## src/rtl/chpe_pkg.sv

```systemverilog
// Shared types for the complex Horner polynomial evaluator.
// No dependencies; imported by the front, back and top-level modules.
package chpe_pkg;

  // Head-of-queue status handed from the front to the back.
  typedef struct packed {
    logic valid;
    logic first;
    logic last;
  } chpe_ctrl_t;

  localparam int unsigned QueueDepth = 2;

endpackage

```

## src/rtl/chpe_front.sv

```systemverilog
// Front end: accepts coefficient transactions and queues them with their marks.
// Depends on chpe_pkg for the head status struct and the queue depth.
module chpe_front import chpe_pkg::*; #(
  parameter int unsigned DATA_WIDTH = 32
) (
  input  logic                         clk_i,
  input  logic                         rst_ni,
  input  logic                         in_valid_i,
  output logic                         in_stall_o,
  input  logic signed [DATA_WIDTH-1:0] coef_re_i,
  input  logic signed [DATA_WIDTH-1:0] coef_im_i,
  input  logic signed [DATA_WIDTH-1:0] point_re_i,
  input  logic signed [DATA_WIDTH-1:0] point_im_i,
  input  logic                         first_coef_i,
  input  logic                         last_coef_i,
  input  logic                         pop_i,
  output chpe_ctrl_t                   head_o,
  output logic signed [DATA_WIDTH-1:0] head_coef_re_o,
  output logic signed [DATA_WIDTH-1:0] head_coef_im_o,
  output logic signed [DATA_WIDTH-1:0] head_point_re_o,
  output logic signed [DATA_WIDTH-1:0] head_point_im_o
);

  localparam int unsigned CntW = $clog2(QueueDepth + 1);

  typedef struct packed {
    logic [DATA_WIDTH-1:0] coef_re;
    logic [DATA_WIDTH-1:0] coef_im;
    logic [DATA_WIDTH-1:0] point_re;
    logic [DATA_WIDTH-1:0] point_im;
    logic                  first;
    logic                  last;
  } entry_t;

  entry_t          slot_q [QueueDepth];
  entry_t          head;
  logic            wr_ptr_q, wr_ptr_d;
  logic            rd_ptr_q, rd_ptr_d;
  logic [CntW-1:0] cnt_q, cnt_d;
  logic            push;

  assign in_stall_o = (cnt_q == CntW'(QueueDepth));
  assign push       = in_valid_i && !in_stall_o;

  always_comb begin
    wr_ptr_d = wr_ptr_q;
    rd_ptr_d = rd_ptr_q;
    cnt_d    = cnt_q;
    if (push) begin
      wr_ptr_d = ~wr_ptr_q;
    end
    if (pop_i) begin
      rd_ptr_d = ~rd_ptr_q;
    end
    if (push && !pop_i) begin
      cnt_d = cnt_q + CntW'(1);
    end else if (!push && pop_i) begin
      cnt_d = cnt_q - CntW'(1);
    end
  end

  always_ff @(posedge clk_i or negedge rst_ni) begin
    if (!rst_ni) begin
      wr_ptr_q <= 1'b0;
      rd_ptr_q <= 1'b0;
      cnt_q    <= '0;
    end else begin
      wr_ptr_q <= wr_ptr_d;
      rd_ptr_q <= rd_ptr_d;
      cnt_q    <= cnt_d;
    end
  end

  always_ff @(posedge clk_i) begin
    if (push) begin
      slot_q[wr_ptr_q] <= '{coef_re: coef_re_i, coef_im: coef_im_i,
                            point_re: point_re_i, point_im: point_im_i,
                            first: first_coef_i, last: last_coef_i};
    end
  end

  assign head            = slot_q[rd_ptr_q];
  assign head_o.valid    = (cnt_q != '0);
  assign head_o.first    = head.first;
  assign head_o.last     = head.last;
  assign head_coef_re_o  = head.coef_re;
  assign head_coef_im_o  = head.coef_im;
  assign head_point_re_o = head.point_re;
  assign head_point_im_o = head.point_im;

endmodule

```

## config.mk

```make
export PLATFORM = sky130hd
export DESIGN_NAME = chpe_front
export DESIGN_NICKNAME = d
export VERILOG_FILES = /design/src/rtl/chpe_pkg.sv /design/src/rtl/chpe_front.sv
export SDC_FILE = /design/constraint.sdc
export NUM_CORES = 1
export LEC_CHECK = 0
export ABC_CLOCK_PERIOD_IN_PS = 8100
export BUFFER_PORTS_ARGS = -buffer_cell sky130_fd_sc_hd__buf_2
export CORE_UTILIZATION = 54
export CTS_BUF_LIST = sky130_fd_sc_hd__clkbuf_4
export DETAILED_ROUTE_END_ITERATION = 7
export GPL_ROUTABILITY_DRIVEN = 1
export GPL_TIMING_DRIVEN = 0
export PLACE_DENSITY = 0.82
export SLEW_MARGIN = 10
export SYNTH_ARGS = -nofsm -noshare
export SYNTH_HDL_FRONTEND = slang
export SYNTH_SLANG_ARGS = --single-unit
```

## constraint.sdc

```tcl
create_clock -name clk_i -period 8.1 [get_ports clk_i]
set_input_delay 0.81 -clock clk_i [delete_from_list [all_inputs] [get_ports clk_i]]
set_output_delay 0.81 -clock clk_i [all_outputs]
set_load 0.02 [all_outputs]
```

---- After elaboration in Yosys (flattened, before gate mapping) ----
Memories as Yosys holds them, arrays and structs flattened.
Cells that the tools add are included.
W data, S select, Z words.
word-level totals
  register bits ........................... 4
  memory bits (writable) .................. 260
  memories ................................ 1
  output and inout bits ................... 132
memory list
  memory  words  bits a word  rd ports  clocked after memory_dff  wr ports  line              RTL
  slot_q  2      130          1         0                         1         chpe_front.sv:35  entry_t slot_q [QueueDepth];
cells by class
  eq/ne operators ......................... 1
  multiplexer cells ....................... 4
  reduce and logical (&&, ||, !) cells .... 8
  bitwise operators ....................... 2
  $add $sub $neg .......................... 2
operator list
  operator               count
  $mux W2                2
  $reduce_bool A2 Y1     2
  $logic_and A1 B1 Y1    3
  $logic_not A1 Y1       3
  $add A2 B1 Y2 const B  1
  $eq A2 B2 Y1 const B   1
  $mux W1                2
  $not A1 Y1             2
  $sub A2 B1 Y2 const B  1

---- Depth between registers and ports, before layout ----
  word-level depth ........................ 7
  depth in mapped cells ................... 7
  depth with buffers taken out ............ 7

---- Least setup slack after synthesis ----
OpenSTA, ideal clock, no wires.
  path type ............................... input to register
  start point ............................. input in_valid_i
  end point ............................... memory slot_q[0][0] (netlist bit), enable pin
  setup slack ............................. 1179 ps
  setup time .............................. 621 ps
  required time ........................... 7479 ps
  arrival ................................. 6300 ps
  buffers on the path ..................... 0
  stages .................................. 2
  cell sequence ........................... nand2_1 -> nor2_1
between the ends
  word-level cells in the longest chain between the ends .. 3
ends and longest elaborated chain
  what                           line              RTL
  start, declared                chpe_front.sv:8   input logic in_valid_i,
  $logic_and A1 B1 Y1            chpe_front.sv:43  assign push = in_valid_i && !in_stall_o;
  $mux W1                        chpe_front.sv:75  if (push) begin
  $mux W1 (implied by the code)  chpe_front.sv:76  slot_q[wr_ptr_q] <= '{coef_re: coef_re_i, coef_im: coef_im_i,
  end, declared                  chpe_front.sv:35
No other way between the ends.

---- Final worst setup path ----
  start point ............................. register rd_ptr_q
  end point ............................... output head_point_re_o[2]
between the ends
  word-level cells in the longest chain between the ends .. 1
ends and longest elaborated chain
  what                    line              RTL
  start, declared         chpe_front.sv:38  logic rd_ptr_q, rd_ptr_d;
  start signal, assigned  chpe_front.sv:69  rd_ptr_q <= rd_ptr_d;
  $mem_v2 Z2 W130         --
  end, declared           chpe_front.sv:20  output logic signed [DATA_WIDTH-1:0] head_point_re_o,
No other way between the ends.

==> run metrics <==
row count=49; DRC=0; post-synthesis sequential area ratio=about four fifths; first-pass GRT wire length=26800 µm; largest net degree at the start of global routing=63; Root Driver=clkbuf_4; CTS clock-pin slew for the worst setup and hold paths=roughly 0.07 ns; Synth Instances=about 420; number of port buffers=about 270; relative slew slack=56.7%; worst setup path class=flop to primary output; post-detailed-route count of antenna-violating nets=0; Sw Share=approximately a third; final core occ=a little over two thirds; Fmax=0.362 GHz; delay of the slowest cell on the worst path=roughly 0.34 ns; worst hold path type=input pin to flop; unrepaired setup endpoints after global routing=false; 1st-iter DRT viols=about 270; die height=138 µm; worst skew pair latency=~0.65 ns; Reg power frac=about two fifths; final worst setup slack=around 5.3 ns; sw power=1.52 mW; cell mode on critical path=buf_6; die area=approximately 19000 µm²; Comb pwr share=a little under two fifths; met3 Track Usage GR=6.99%; nets@finish=between 800 and 900; Hold Slack=between 0.3 and 0.4 ns; Resized cells post-CTS=0; Clock Path Buffers=3; M2 GR Usage=about 34%; Top Family by Delay on Critical Path=buffers and inverters; Startpoint Class=flop; Final Max Slew Viols=0; status=finished, final reports clean; core area=about 18000 µm²; Yosys top cell area share=78.4%; Mean Syn Cell Area=~23 µm²; Crit-path slowest cell=dfrtp_1; Starting Density=55.2%; total CTS buffers=61; worst setup skew after layout=between 0.02 and 0.03 ns; fillers=approximately 1200; Leak Pwr=between 5 and 6 nW; Synth Warn #=0; share of cells above drive strength 1=around 64%; Top-Level Pins=roughly 270; Max Cap Viol=0; final worst-path cycle share=approximately a third; worst-path cell chain=buf_6, buf_8, buf_6, mux2_4, buf_2; clock network fraction of total power=between 20% and 30%; CP bufs+invs=4; final hold viol count=0; met1 GRT Util=roughly a fifth; drt total wl=18500 µm; hpwl dp=12800 µm; WL/cell=17.8 µm; P_int=approximately 3.2 mW; vias post-DR=~5100; gr busiest metal=met2; area leader, netlist=edfxtp_1; # setup viols final=0; Worst Setup End Kind=primary output; Synth Cell Area=approximately 10000 µm²; pre-CTS setup slack=about 5.5 ns; CTS sink cnt=about 260; Req. time, crit path=roughly 7.3 ns; initial antenna violation count=1; 1st-pass router iterations=4; CTS tree=done; routability congestion estimate=roughly 0.74; maximum fanout along the worst path=10; pwr/cell area=~380 nW/µm²; Area contributors post-synth=edfxtp_1 78%, mux2_4 14%, mux2_2 4.5%; vias in the first global route=about 5400; total power=~4.7 mW; global route total overflow=0; synth unique cells=16; Synth Register Bits=roughly 260; via/cell ratio=4.93; Worst VDD drop=between 200 and 250 µV; synthesis-to-finish area growth=26.2%; Total Routing Usage GR=19.0%; Die X=~140 µm; CTS HTree Levels=2; Data arrival, critical path=a little under 2 ns; syn nets=around 560; Least-Margin Pin Slew=0.648 ns; min Tclk post-route=about 2.8 ns
==> sequential cells by signal (all words and copies together) (netlist names) <==
| signal | flops |
|---|---|
| wr_ptr_q | 1 |
| rd_ptr_q | 1 |
| slot_q | 260 |
| cnt_q | 2 |
==> cells by family after synthesis <==
family                     synth area share [%]
and+or+nand+nor                           0.302
muxes                                      18.1
adders and majority gates                 0.126
xor gates and xnor gates                  0.440
DFF                                        79.4
buffers and inverters                      1.60
==> routing by layer <==
metal  vias to the layer above  wire length, µm  part of all wire (%)
met5                         -                0                     0
li1                       2396                -                     -
met3                        23             1640                   8.9
met1                      2483             6850                    37
met2                       224             9720                    52
met4                         0              327                   1.8
==> metrics by stage <==
step | area (µm²) | std cells | TNS (ns)
3_5_place_dp | 11800 | 925 | 0
6_report | 12600 | 1039 | 0
4_1_cts | 12600 | 1037 | 0
2_1_floorplan | 9950 | 424 | 0
5_1_grt | 12600 | 1038 | 0
3_3_place_gp | 11600 | 918 | -156.82
==> cells in the mapped netlist, drive strengths merged <==
library cell  instances
edfxtp              260
mux2                130
buf                  15
dfrtp                 4
inv                   3
xor2                  3
nor2                  2
xnor2                 2
and3                  1
ha                    1
nand2                 1
nand2b                1
or2                   1
==> what timing repair did <==
item / CTS / global route
endpoints found under the hold margin: 4 / 0
buffers inserted: 0 / 0
hold buffers: 1 / 0
==> worst register-to-register path: cells and delay by family, from the launching register on <==
kind | cells | cell delay [ns]
AND/OR/NAND/NOR | 3 | 0.88
buffers and inverters | 3 | 0.67
flip-flops | 1 | 0.42
==> worst paths after layout <==
| kind | end | slack, ns | from | depth (start not counted) |
|---|---|---|---|---|
| setup / recovery | head_point_re_o[2] | 5.34 | rd_ptr_q | 5 |
| hold / removal | slot_q[0][88] | 0.35 | coef_im_i[22] | 1 |
| setup reg to reg | slot_q[0][92] | 5.85 | cnt_q[0] | 6 |
| hold reg to reg | cnt_q[1] | 0.51 | cnt_q[1] | 1 |
| max in group asynchronous | wr_ptr_q | 7.45 | rst_ni | 2 |
| min in group asynchronous | cnt_q[0] | 0.53 | rst_ni | 2 |
==> area by class of cell <==
type / count / area [µm²] / share of cell area (%)
clock inverter: 12 / 45.0 / 0.359
antenna: 2 / 5.00 / 0.0398
buffer: 15 / 148 / 1.18
sequential: 264 / 7910 / 63.0
multi-input combinational: 142 / 1900 / 15.1
tap: 229 / 287 / 2.28
timing repair buffer: 273 / 1510 / 12.1
clock buffer: 99 / 743 / 5.92
inverter: 3 / 11.3 / 0.0897
==> power groups by stage <==
stage | combinational, mW | clock (mW) | sequential, mW
after floorplan | 1.24 | 0 | 2.00
after global routing | 1.87 | 1.12 | 1.96
final | 1.75 | 1.02 | 1.95
after detailed placement | 1.77 | 0 | 1.98
after CTS | 1.78 | 1.05 | 1.95
after global placement | 1.66 | 0 | 2.04
==> layout by cell type (no fill, tap or decap) <==
cell | Yosys | layout
xnor2_1 | 2 | 2
nand2_1 | 1 | 1
edfxtp_1 | 260 | 260
buf_16 | 0 | 5
dlygate4sd3_1 | 0 | 1
buf_2 | 4 | 269
inv_1 | 3 | 3
clkbuf_4 | 0 | 99
diode_2 | 0 | 2
clkinv_1 | 0 | 11
mux2_2 | 40 | 40
mux2_4 | 90 | 90
nor2_4 | 0 | 1
buf_8 | 1 | 1
dfrtp_1 | 4 | 4
inv_2 | 0 | 1
nor2_1 | 2 | 1
buf_6 | 10 | 10
or2_2 | 1 | 1
xor2_1 | 3 | 3
and3_4 | 0 | 1
ha_1 | 1 | 1
nand2b_1 | 1 | 1
buf_12 | 0 | 2
Power figures use the tool's default switching activity.
